**src/design/thc_pkg.sv**
```systemverilog
package thc_pkg;

  localparam int CAPACITY_DEF = 32;

  localparam int STAMP_W   = 63;
  localparam int VAL_W     = 24;
  localparam int LIM_W     = 23;
  localparam int REQ_W     = 3;
  localparam int IDX_W     = 5;
  localparam int STATUS_W  = 2;
  localparam int COUNT_W   = 6;
  localparam int CFG_IDX_W = 1;

  localparam logic [LIM_W-1:0] MAX_SPEED_RST    = LIM_W'(1310720);
  localparam logic [LIM_W-1:0] MAX_STEERING_RST = LIM_W'(27453);

  // request codes
  localparam logic [REQ_W-1:0] REQ_PUSH   = 3'd0;
  localparam logic [REQ_W-1:0] REQ_CLEAR  = 3'd1;
  localparam logic [REQ_W-1:0] REQ_LATEST = 3'd2;
  localparam logic [REQ_W-1:0] REQ_NEXT   = 3'd3;
  localparam logic [REQ_W-1:0] REQ_INDEX  = 3'd4;

  // status codes
  localparam logic [STATUS_W-1:0] STATUS_OK        = 2'd0;
  localparam logic [STATUS_W-1:0] STATUS_REJECTED  = 2'd1;
  localparam logic [STATUS_W-1:0] STATUS_NOT_FOUND = 2'd2;

  // configuration register indexes
  localparam logic [CFG_IDX_W-1:0] CFG_MAX_SPEED    = 1'b0;
  localparam logic [CFG_IDX_W-1:0] CFG_MAX_STEERING = 1'b1;

  typedef struct packed {
    logic        [STAMP_W-1:0] stamp;
    logic signed [VAL_W-1:0]   steering;
    logic signed [VAL_W-1:0]   speed;
  } entry_t;

  localparam int ENTRY_W = $bits(entry_t);

  typedef struct packed {
    logic [LIM_W-1:0] max_speed;
    logic [LIM_W-1:0] max_steering;
  } limits_t;

  typedef enum logic [2:0] {
    ST_IDLE,
    ST_EXEC,
    ST_PUSH_CMP,
    ST_IDX_RD,
    ST_SCAN
  } state_t;

endpackage

```
**src/design/thc_mem.sv**
```systemverilog
module thc_mem
  import thc_pkg::*;
#(
  parameter int DEPTH = CAPACITY_DEF,
  parameter int WIDTH = ENTRY_W,
  localparam int AW = $clog2(DEPTH)
) (
  input  logic             clk,
  input  logic             we,
  input  logic [AW-1:0]    waddr,
  input  logic [WIDTH-1:0] wdata,
  input  logic             re,
  input  logic [AW-1:0]    raddr,
  output logic [WIDTH-1:0] rdata
);

  logic [WIDTH-1:0] mem [DEPTH];

  always_ff @(posedge clk) begin
    if (we) begin
      mem[waddr] <= wdata;
    end
  end

  always_ff @(posedge clk) begin
    if (re) begin
      rdata <= mem[raddr];
    end
  end

endmodule

```
**src/design/thc_ctrl.sv**
```systemverilog
module thc_ctrl
  import thc_pkg::*;
#(
  parameter int CAPACITY = CAPACITY_DEF,
  localparam int AW = $clog2(CAPACITY),
  localparam int CW = $clog2(CAPACITY + 1)
) (
  input  logic                       clk,
  input  logic                       rst,
  input  limits_t                    limits,
  input  logic                       start,
  output logic                       busy,
  input  logic        [REQ_W-1:0]    req_type,
  input  logic        [STAMP_W-1:0]  stamp,
  input  logic        [STAMP_W-1:0]  target_stamp,
  input  logic signed [VAL_W-1:0]    steering,
  input  logic signed [VAL_W-1:0]    speed,
  input  logic        [IDX_W-1:0]    index,
  output logic                       mem_we,
  output logic        [AW-1:0]       mem_waddr,
  output logic        [ENTRY_W-1:0]  mem_wdata,
  output logic                       mem_re,
  output logic        [AW-1:0]       mem_raddr,
  input  logic        [ENTRY_W-1:0]  mem_rdata,
  output logic                       done,
  output logic        [STATUS_W-1:0] status,
  output entry_t                     result,
  output logic        [COUNT_W-1:0]  count
);

  localparam int SW = ((CW > IDX_W) ? CW : IDX_W) + 1;

  state_t state, state_next;

  logic        [REQ_W-1:0]   req_q;
  logic        [STAMP_W-1:0] st_q;
  logic        [STAMP_W-1:0] tgt_q;
  logic signed [VAL_W-1:0]   steer_q;
  logic signed [VAL_W-1:0]   spd_q;
  logic        [IDX_W-1:0]   idx_q;

  logic [CW-1:0] fill, fill_next;
  logic [AW-1:0] oldest, oldest_next;
  logic [AW-1:0] scan_slot, scan_slot_next;
  logic [CW-1:0] scan_cnt, scan_cnt_next;
  entry_t        hit;
  logic          have_hit;
  logic          hit_load;
  logic          scan_init;

  entry_t rd_entry;
  logic   full;
  logic   push_ok;
  logic   idx_ok;
  logic   above;
  logic   scan_last;
  logic   do_push;
  logic [VAL_W-1:0] steer_mag;

  logic [SW-1:0] sum_newest, sum_push, sum_idx;
  logic [AW-1:0] newest_slot, push_slot, idx_slot;
  logic [AW-1:0] oldest_inc, scan_inc;

  logic                fin;
  logic                fin_found;
  logic [STATUS_W-1:0] fin_status;
  entry_t              fin_entry;
  logic [SW-1:0]       fill_next_ext;

  assign rd_entry = entry_t'(mem_rdata);
  assign busy     = (state != ST_IDLE);
  assign full     = (fill == CW'(CAPACITY));

  // slot arithmetic: operands stay below twice the capacity
  assign sum_newest  = SW'(oldest) + SW'(fill) - SW'(1);
  assign sum_push    = SW'(oldest) + SW'(fill);
  assign sum_idx     = SW'(oldest) + SW'(idx_q);
  assign newest_slot = AW'((sum_newest >= SW'(CAPACITY)) ? sum_newest - SW'(CAPACITY)
                                                         : sum_newest);
  assign push_slot   = AW'((sum_push >= SW'(CAPACITY)) ? sum_push - SW'(CAPACITY) : sum_push);
  assign idx_slot    = AW'((sum_idx >= SW'(CAPACITY)) ? sum_idx - SW'(CAPACITY) : sum_idx);
  assign oldest_inc  = (oldest == AW'(CAPACITY - 1)) ? '0 : oldest + AW'(1);
  assign scan_inc    = (scan_slot == AW'(CAPACITY - 1)) ? '0 : scan_slot + AW'(1);

  assign steer_mag = steer_q[VAL_W-1] ? (~steer_q + VAL_W'(1)) : steer_q;
  assign push_ok   = (st_q != '0) && !spd_q[VAL_W-1]
                     && (spd_q[LIM_W-1:0] <= limits.max_speed)
                     && (steer_mag <= {1'b0, limits.max_steering});
  assign idx_ok    = (SW'(idx_q) < SW'(fill));
  assign above     = (rd_entry.stamp > st_q);
  assign scan_last = (scan_cnt == fill);

  always_comb begin
    state_next = state;
    unique case (state)
      ST_IDLE: begin
        if (start) state_next = ST_EXEC;
      end
      ST_EXEC: begin
        unique case (req_q)
          REQ_PUSH:   state_next = (push_ok && fill != '0) ? ST_PUSH_CMP : ST_IDLE;
          REQ_LATEST: state_next = (fill != '0) ? ST_SCAN : ST_IDLE;
          REQ_NEXT:   state_next = (fill != '0 && tgt_q >= st_q) ? ST_SCAN : ST_IDLE;
          REQ_INDEX:  state_next = idx_ok ? ST_IDX_RD : ST_IDLE;
          default:    state_next = ST_IDLE;
        endcase
      end
      ST_PUSH_CMP: state_next = ST_IDLE;
      ST_IDX_RD:   state_next = ST_IDLE;
      ST_SCAN: begin
        if (above || scan_last) state_next = ST_IDLE;
      end
      default: state_next = ST_IDLE;
    endcase
  end

  always_comb begin
    mem_re         = 1'b0;
    mem_raddr      = scan_slot;
    do_push        = 1'b0;
    fin            = 1'b0;
    fin_found      = 1'b0;
    fin_status     = STATUS_NOT_FOUND;
    fin_entry      = rd_entry;
    scan_init      = 1'b0;
    scan_slot_next = scan_slot;
    scan_cnt_next  = scan_cnt;
    hit_load       = 1'b0;
    unique case (state)
      ST_IDLE: ;
      ST_EXEC: begin
        unique case (req_q)
          REQ_PUSH: begin
            if (!push_ok) begin
              fin        = 1'b1;
              fin_status = STATUS_REJECTED;
            end else if (fill == '0) begin
              do_push    = 1'b1;
              fin        = 1'b1;
              fin_status = STATUS_OK;
            end else begin
              mem_re    = 1'b1;
              mem_raddr = newest_slot;
            end
          end
          REQ_CLEAR: begin
            fin        = 1'b1;
            fin_status = STATUS_OK;
          end
          REQ_LATEST, REQ_NEXT: begin
            if (fill == '0 || (req_q == REQ_NEXT && tgt_q < st_q)) begin
              fin = 1'b1;
            end else begin
              mem_re         = 1'b1;
              mem_raddr      = oldest;
              scan_init      = 1'b1;
              scan_slot_next = oldest_inc;
              scan_cnt_next  = CW'(1);
            end
          end
          REQ_INDEX: begin
            if (idx_ok) begin
              mem_re    = 1'b1;
              mem_raddr = idx_slot;
            end else begin
              fin = 1'b1;
            end
          end
          default: fin = 1'b1;
        endcase
      end
      ST_PUSH_CMP: begin
        fin = 1'b1;
        if (st_q > rd_entry.stamp) begin
          do_push    = 1'b1;
          fin_status = STATUS_OK;
        end else begin
          fin_status = STATUS_REJECTED;
        end
      end
      ST_IDX_RD: begin
        fin        = 1'b1;
        fin_found  = 1'b1;
        fin_status = STATUS_OK;
      end
      ST_SCAN: begin
        if (above) begin
          fin = 1'b1;
          if (req_q == REQ_LATEST) begin
            fin_found = have_hit;
            fin_entry = hit;
          end else begin
            fin_found = (rd_entry.stamp <= tgt_q);
          end
        end else if (scan_last) begin
          fin       = 1'b1;
          fin_found = (req_q == REQ_LATEST);
        end else begin
          hit_load       = 1'b1;
          mem_re         = 1'b1;
          mem_raddr      = scan_slot;
          scan_slot_next = scan_inc;
          scan_cnt_next  = scan_cnt + CW'(1);
        end
        if (fin) fin_status = fin_found ? STATUS_OK : STATUS_NOT_FOUND;
      end
      default: ;
    endcase
  end

  // ring pointers: clear resets both, a push appends or overwrites the oldest
  always_comb begin
    fill_next   = fill;
    oldest_next = oldest;
    if (state == ST_EXEC && req_q == REQ_CLEAR) begin
      fill_next   = '0;
      oldest_next = '0;
    end else if (do_push) begin
      if (full) oldest_next = oldest_inc;
      else      fill_next   = fill + CW'(1);
    end
  end

  assign mem_we        = do_push;
  assign mem_waddr     = full ? oldest : push_slot;
  assign mem_wdata     = ENTRY_W'({st_q, steer_q, spd_q});
  assign fill_next_ext = SW'(fill_next);

  always_ff @(posedge clk) begin
    if (rst) begin
      state  <= ST_IDLE;
      fill   <= '0;
      oldest <= '0;
      done   <= 1'b0;
    end else begin
      state  <= state_next;
      fill   <= fill_next;
      oldest <= oldest_next;
      done   <= fin;
    end
  end

  always_ff @(posedge clk) begin
    if (state == ST_IDLE && start) begin
      req_q   <= req_type;
      st_q    <= stamp;
      tgt_q   <= target_stamp;
      steer_q <= steering;
      spd_q   <= speed;
      idx_q   <= index;
    end
    scan_slot <= scan_slot_next;
    scan_cnt  <= scan_cnt_next;
    if (scan_init) have_hit <= 1'b0;
    else if (hit_load) have_hit <= 1'b1;
    if (hit_load) hit <= rd_entry;
    if (fin) begin
      status <= fin_status;
      result <= fin_found ? fin_entry : '0;
      count  <= fill_next_ext[COUNT_W-1:0];
    end
  end

endmodule

```
**src/design/timestamped_command_history.sv**
```systemverilog
// Sequence, start accepted to done: clear, an unknown request, a push onto an
//   empty ring or one failing the value checks, and a not-found answer that needs no read
//   finish in the execute state; other pushes and read by index add a memory read and a compare or read-back state;
//   a stamp query walks from the oldest entry, one entry read per cycle from the single-read-port memory.
// Requests: the next request is taken in the cycle done is high, so requests never overlap.
//   The receiver cannot stall. Reset (rst, sync): empty ring, idle, default limits.
module timestamped_command_history
  import thc_pkg::*;
#(
  parameter int CAPACITY = CAPACITY_DEF
) (
  input  logic                       clk,
  input  logic                       rst,
  input  logic                       start,
  output logic                       busy,
  input  logic        [REQ_W-1:0]    req_type,
  input  logic        [STAMP_W-1:0]  stamp,
  input  logic        [STAMP_W-1:0]  target_stamp,
  input  logic signed [VAL_W-1:0]    steering,
  input  logic signed [VAL_W-1:0]    speed,
  input  logic        [IDX_W-1:0]    index,
  input  logic                       cfg_we,
  input  logic        [CFG_IDX_W-1:0] cfg_index,
  input  logic        [LIM_W-1:0]    cfg_data,
  output logic                       done,
  output logic        [STATUS_W-1:0] status,
  output logic        [STAMP_W-1:0]  found_stamp,
  output logic signed [VAL_W-1:0]    found_steering,
  output logic signed [VAL_W-1:0]    found_speed,
  output logic        [COUNT_W-1:0]  count
);

  localparam int AW = $clog2(CAPACITY);

  limits_t limits;

  // Memory side: one write and one registered read per cycle. The sequencer only
  // reads after its own write has landed, so no forwarding path is needed: busy
  // holds off every new request until the previous one has finished.
  logic               mem_we;
  logic [AW-1:0]      mem_waddr;
  logic [ENTRY_W-1:0] mem_wdata;
  logic               mem_re;
  logic [AW-1:0]      mem_raddr;
  logic [ENTRY_W-1:0] mem_rdata;
  entry_t             result;

  // Limit registers; the user writes them only while idle, and the block itself does not enforce this.
  always_ff @(posedge clk) begin
    if (rst) begin
      limits.max_speed    <= MAX_SPEED_RST;
      limits.max_steering <= MAX_STEERING_RST;
    end else if (cfg_we) begin
      unique case (cfg_index)
        CFG_MAX_SPEED:    limits.max_speed    <= cfg_data;
        CFG_MAX_STEERING: limits.max_steering <= cfg_data;
        default: ;
      endcase
    end
  end

  // Sequencer: checks and appends pushes, clears, reads by index, walks the ring oldest first
  // for stamp queries, and holds the result registers that drive the outputs.
  thc_ctrl #(
    .CAPACITY(CAPACITY)
  ) u_ctrl (
    .clk          (clk),
    .rst          (rst),
    .limits       (limits),
    .start        (start),
    .busy         (busy),
    .req_type     (req_type),
    .stamp        (stamp),
    .target_stamp (target_stamp),
    .steering     (steering),
    .speed        (speed),
    .index        (index),
    .mem_we       (mem_we),
    .mem_waddr    (mem_waddr),
    .mem_wdata    (mem_wdata),
    .mem_re       (mem_re),
    .mem_raddr    (mem_raddr),
    .mem_rdata    (mem_rdata),
    .done         (done),
    .status       (status),
    .result       (result),
    .count        (count)
  );

  // Entry store: stamp, steering and speed side by side in one word.
  thc_mem #(
    .DEPTH(CAPACITY),
    .WIDTH(ENTRY_W)
  ) u_mem (
    .clk   (clk),
    .we    (mem_we),
    .waddr (mem_waddr),
    .wdata (mem_wdata),
    .re    (mem_re),
    .raddr (mem_raddr),
    .rdata (mem_rdata)
  );

  // Drop the entry fields onto the result ports; zero when nothing was found.
  assign found_stamp    = result.stamp;
  assign found_steering = result.steering;
  assign found_speed    = result.speed;

endmodule

```
**config.mk**
```make
export PLATFORM = sky130hd
export DESIGN_NAME = timestamped_command_history
export DESIGN_NICKNAME = d
export VERILOG_FILES = /design/src/design/thc_pkg.sv /design/src/design/thc_mem.sv /design/src/design/thc_ctrl.sv /design/src/design/timestamped_command_history.sv
export SDC_FILE = /design/constraint.sdc
export NUM_CORES = 2
export LEC_CHECK = 0
export BUFFER_PORTS_ARGS = -buffer_cell sky130_fd_sc_hd__buf_2
export CAP_MARGIN = 20
export CORE_MARGIN = 5
export CORE_UTILIZATION = 62
export CTS_CLUSTER_DIAMETER = 120
export DETAILED_ROUTE_END_ITERATION = 8
export HOLD_SLACK_MARGIN = 0.02
export PLACE_DENSITY = 0.79
export SLEW_MARGIN = 20
export SYNTH_ARGS = -nofsm -noshare
export SYNTH_HDL_FRONTEND = slang
export SYNTH_SLANG_ARGS = --single-unit
```
**constraint.sdc**
```tcl
create_clock -name clk -period 11.3 [get_ports clk]
set_input_delay 0.565 -clock clk [delete_from_list [all_inputs] [get_ports clk]]
set_output_delay 0.565 -clock clk [all_outputs]
set_load 0.02 [all_outputs]
```
# Word-level counts from Yosys, hierarchy flattened
# Memory sizes are Yosys's and may differ from the RTL's. A register that Yosys moved wholly into a read port is not among the register bits.
# Index checks and enable logic that the tools add are counted.
# word_totals
register_bits	485
n_memories	1
wordCells	167
ramBits	3552
out_inout_bits	121
input_bits	210
# mem_list
name	words	word_bits	read_ports	rd_ports_with_merged_regs	write_ports	line_no	source
u_mem.mem	32	111	1	1	1	thc_mem.sv:17	logic [WIDTH-1:0] mem [DEPTH];
# classes
bitwise	2
addsub	11
n_eq_ne	18
reduce_logical	26
order_cmp	11
muxes	75
# ops
op	count
$mux W111	3
$gt A63 B63 Y1	2
$mux W5	15
$ge A63 B63 Y1	1
$le A63 B63 Y1	1
$lt A63 B63 Y1	1
$reduce_bool A63 Y1	1
$mux W6	7
$mux W1	26
$add A24 B2 Y24 const B	1
$le A24 B23 Y1	1
$mux W24	1
$not A24 Y24	1
$le A23 B23 Y1	1
$pmux W5 S3	1
$sub A5 B1 Y5 const B	3
$ge A7 B6 Y1 const B	2
$add A6 B1 Y6 const B	2
$eq A3 B2 Y1 const B	4
$mux W2	6
$mux W3	4
$pmux W3 S4	1
$pmux W6 S2	1
$add A5 B1 Y5 const B	2
30 further kinds	55

# Depth between registers and ports, before layout
# logic_depth
depth_word	10
mapped_depth	26

# Modules after synthesis
# Synthesis repeated with hierarchy kept, for this count alone.
# hier_totals
cells_unflattened	8622
hier_area_um2	162707.3
# modules_own_cells
mod	instances	cells_each	area_each_um2
thc_mem	1	6464	138102.5
thc_ctrl	1	1975	22645.5
timestamped_command_history	1	183	1959.4

# Least setup slack after synthesis
# No wires, ideal clock.
# synth_timing
kind	reg2reg
start	register u_ctrl.steer_q[7]
end	register u_ctrl.count[0] (enable)
setup_ps	630
t_required_ps	10670
t_arrival_ps	9752
stages_incl_launch_ff	16
path_buffers	0
period_less_slack_ps	10381
path_slack_ps	919
path_cell_list	edfxtp_1 > or4_4 > or3_4 > or4_4 > o41ai_1 > xnor2_1 > ha_1 > and3_1 > nand3b_1 > o22ai_1 > a21o_1 > o211a_2 > a31o_1 > nand3_1 > a21oi_1 > o2bb2ai_1
# synth_via
elab_chain_len	8
# synth_rtl
item	line_no	source
from (decl)	thc_ctrl.sv:38	logic signed [VAL_W-1:0] steer_q;
from (signal assigned)	thc_ctrl.sv:248	steer_q <= steering;
$not A24 Y24	thc_ctrl.sv:85	assign steer_mag = steer_q[VAL_W-1] ? (~steer_q + VAL_W'(1)) : steer_q;
$add A24 B2 Y24	thc_ctrl.sv:85	
$mux W24 *	thc_ctrl.sv:85	
$le A24 B23 Y1 *	thc_ctrl.sv:88	&& (steer_mag <= {1'b0, limits.max_steering});
$logic_and A1 B1 Y1 *	thc_ctrl.sv:88	
$mux W1 *	thc_ctrl.sv:134	if (!push_ok) begin
$pmux W1 S3 *	thc_ctrl.sv:132	unique case (req_q)
$pmux W1 S3 *	thc_ctrl.sv:129	unique case (state)
net u_ctrl.fin	thc_ctrl.sv:64	logic fin;
to (signal assigned)	thc_ctrl.sv:260	count <= fill_next_ext[COUNT_W-1:0];
to (decl)	thc_ctrl.sv:28	output logic [COUNT_W-1:0] count
# The timed path passes the listed nets; every way through them passes the cells marked *.
# A chain may end at the register's enable or synchronous reset.

# Worst setup path after layout
# layout_timing
start	register u_ctrl.steer_q[0]
end	register u_mem.rdata[12], read port of u_mem.mem, data pin
# layout_via
elab_chain_len	8
# layout_rtl
item	line_no	source
$not A24 Y24	thc_ctrl.sv:85	
$add A24 B2 Y24	thc_ctrl.sv:85	
$mux W24 *	thc_ctrl.sv:85	
$le A24 B23 Y1 *	thc_ctrl.sv:88	
$logic_and A1 B1 Y1 *	thc_ctrl.sv:88	
$mux W1 / $mux W5 (equally long branches)	thc_ctrl.sv:134	
$pmux W1 S3 / $pmux W5 S3 (equally long branches)	thc_ctrl.sv:132	
$pmux W1 S2 / $mux W5 (equally long branches)	n/a	
to (decl)	thc_mem.sv:14	output logic [WIDTH-1:0] rdata
# Mark *: on every way between the ends. The rest lies on a longest branch, timed or not.

==> reports/summary.txt <==
area of the core -> 262700 sq um
Mapped Nets -> 12520
Placer Congestion -> 0.8634
Fill cells -> 15890
Syn-to-layout area delta -> 13.15%
DP Area -> 170200 sq um
Cell variety after synth -> 78
row count -> 188
most common cell after layout, fill and taps aside -> edfxtp_1
Pleak -> 64.36 nW
commonest cells after routing, fill and taps aside -> 4086 x edfxtp_1, 3422 x nand2_1, 1222 x nand3_1
post-route non-filler standard cell count -> 16410
Worst Path Required -> 11.98 ns
vias -> 108500
Slew @ Worst Pin -> 1.184 ns
Pre-antenna DRT Iters -> 9
WL final -> 466800 um
CTS Sinks -> 4148
crit path time final -> 8.462 ns
global routing usage on met1 -> 42.95%
Die H -> 524.3 um
top_reg_cell synth -> edfxtp_1
Post-synth ARST share -> 0%
Pwr Total -> 0.03156 W
placed insts -> 15460
fin crit share -> 74.88%
cells after synthesis -> 12050
CTS tree -> yes
Resize count post-CTS -> 0
switching part of the total -> 21.01%
Worst Path Max Fanout -> 65
vias per inst -> 6.615
GRT Residual Overflow -> 0
wire length per cell -> 28.45 um
io pins -> 331
Final setup viols -> 0
Reg2Reg Setup Slack -> 2.84 ns
GRT busiest layer -> met2
Critical R2R Capture -> u_mem.rdata[12]$_DFFE_PP_
Reg2Reg Depth -> 21
Sequential Area -> 123900 sq um
nets -> 13040
crit path from -> u_ctrl.steer_q[0]$_DFFE_PP_
syn avg cell area -> 13.61 sq um
area of the multi-input gates -> 36560 sq um
Num CTS Buffers -> 401
Yosys reg bits -> 4148
Setup crit start kind -> flop
Worst Setup EP -> u_mem.rdata[12]$_DFFE_PP_
final hold vios -> 0
crit path DAT -> 9.14 ns
Max-cap violations -> 0
fraction of layout cells with a size suffix above 1 -> 9.757%
# H-tree levels -> 5
design area -> 185600 sq um
chip width -> 524.3 um
warnings from Yosys -> 0
Initial Util -> 62.41%
PortBufs -> 330
TNS Setup -> 0 ns
Clk pin slew, worst setup/hold paths -> 0.07 ns
met3 usage -> 7.479%
worst min path class -> in -> reg
worst setup path category -> reg -> reg
Clk pwr share -> 42.4%
Reg-to-Reg Start -> u_ctrl.steer_q[0]$_DFFE_PP_
f_max -> 0.1182 GHz
post-synthesis sequential area ratio -> 75.58%
met2 Use GR -> 52.96%
Internal -> 0.02493 W
DIE AREA -> 274900 sq um
post-route ant nets -> 0
Post-Syn Area -> 164000 sq um
status -> completed
RSZ-0062 raised after global routing -> no
maximum vdd drop -> 0.1815 mV
P_sw -> 0.006629 W
clock buffer depth -> 4
Critical Path End Type -> flop
Max-Slew Margin vs Limit -> 21.10%
Post-Route Skew -> 0.04087 ns
Power Density -> 170.1 nW/um^2
EDFF count, synth -> 4086
vias in the first global route -> 107000
Slew Limit Fails -> 0
all-layer global routing usage -> 33.17%
Gate power share -> 3.5%
first-pass GRT wire length -> 676300 um
worst skew pair latency -> 0.96 ns
initial antenna violation count -> 12
root buf cell -> clkbuf_16
DRC -> 0
Initial DRC Count -> 17560
largest net degree at the start of global routing -> 184
final core occ -> 70.62%
Seq pwr share -> 54.1%
dpl hpwl -> 232900 um
## through the flow
stage	worst slack, ns	hold WS [ns]
global route	2.580	0.05855
CTS	2.766	0.02080
global placement	2.522	0.4431
floorplan	0.9186	0.4257
finish	2.838	0.07393
detailed placement	2.808	0.4475
## worst max-delay path, cell delays in order (launching register included)
cell and delay [ns]:
edfxtp_1 0.83, or3_1 0.58, or3b_2 0.56, or4_4 0.48, o41ai_1 0.40, xnor2_1 0.18
ha_1 0.27, a21o_1 0.19, a21o_1 0.21, a211oi_1 0.23, o2111a_1 0.56, o21a_1 0.19
o21ai_0 0.10, o31ai_1 0.65, and2_4 0.93, buf_12 0.43, buf_4 0.30, buf_4 0.31
mux2i_1 0.30, a32oi_1 0.12, nand4_1 0.20, nand4_1 0.11
## synthesized netlist by cell type (40+ instances only)
library cell     n  share of area (%)
a21oi_1        135               0.41
dfxtp_1         62               0.76
o21ai_0         59               0.18
a31oi_1        336                1.3
edfxtp_1      4086                 75
nand3_1       1222                3.7
ha_1           256                2.0
buf_1           40              0.092
a32oi_1        123               0.66
nor2_1         194               0.44
mux2i_1        247                1.5
inv_1          253               0.58
a21o_1          78               0.36
clkbuf_1       350               0.80
buf_2          281               0.86
nand2_1       3424                7.8
nand4_1        589                2.2
## registers in the layout, indices dropped and copies added (netlist names), 5 cells and up
name	cells
u_mem.mem	3552
u_ctrl.hit	111
u_ctrl.result	111
u_mem.rdata	111
u_ctrl.st_q	63
u_ctrl.tgt_q	63
limits	46
u_ctrl.spd_q	24
u_ctrl.steer_q	24
u_ctrl.count	6
u_ctrl.fill	6
u_ctrl.scan_cnt	6
u_ctrl.idx_q	5
u_ctrl.oldest	5
u_ctrl.scan_slot	5
## repair_timing
| item | 4_1_cts | 5_1_grt |
|---|---|---|
| buffers inserted | 0 | 0 |
| hold buffers | 205 | 0 |
| hold endpoints to repair | 228 | 0 |
## worst min-delay path by stage
| stage | slack, ns | start | to | cells past startpoint |
|---|---|---|---|---|
| 6_report | 0.07 | start | u_ctrl.state[2]$_SDFFE_PP0P_ | 3 |
| 5_1_grt | 0.06 | start | u_ctrl.state[2]$_SDFFE_PP0P_ | 3 |
| 4_1_cts | 0.02 | start | u_ctrl.state[2]$_SDFFE_PP0P_ | 3 |
| 3_5_place_dp | 0.45 | limits[39]$_SDFFE_PP0P_ | limits[39]$_SDFFE_PP0P_ | 2 |
| 3_3_place_gp | 0.44 | limits[44]$_SDFFE_PP0P_ | limits[44]$_SDFFE_PP0P_ | 2 |
| 2_1_floorplan | 0.43 | u_mem.rdata[0]$_DFFE_PP_ | u_ctrl.hit[0]$_DFFE_PP_ | 0 |
## per-layer routing
layer  vias to the layer above  part of all wire (%)  wire [um]
met2                      9006                    47     217500
li1                      45460                     -          -
met5                         -                 0.017         80
met4                        12                   6.3      29220
met3                      1747                    14      63560
met1                     52330                    34     156500
## cell type report
type / instances / share of cell area [%]
Clock inverter: 247 / 1.395
Clock buffer: 479 / 5.640
Timing Repair Buffer: 801 / 3.586
Inverter: 253 / 0.5145
Sequential cell: 4148 / 66.79
Multi-Input combinational cell: 6965 / 19.70
Tap cell: 3515 / 2.370
Antenna cell: 2 / 0.002697
## power by group through the flow
stage / Clock (W) / Combinational (W) / Sequential (W)
floorplan: 0 / 0.000454 / 0.0175
global placement: 0 / 0.000949 / 0.0174
detailed placement: 0 / 0.000997 / 0.0174
CTS: 0.0134 / 0.00106 / 0.0171
global route: 0.0141 / 0.00119 / 0.0171
finish: 0.0134 / 0.00112 / 0.0171
## cells by family after synthesis
logic type               count (synthesis)  synth area share (%)
XOR/XNOR                                46                0.2457
flip-flops                            4148                 75.58
buffers and inverters                  937                 2.398
multiplexers                           259                 1.590
adder cells (fa/ha/maj)                258                 1.978
AND/OR/NAND/NOR                       5585                 14.89
AO/OA/AOI/OAI                          817                 3.317
Power figures use the tool's default switching activity.
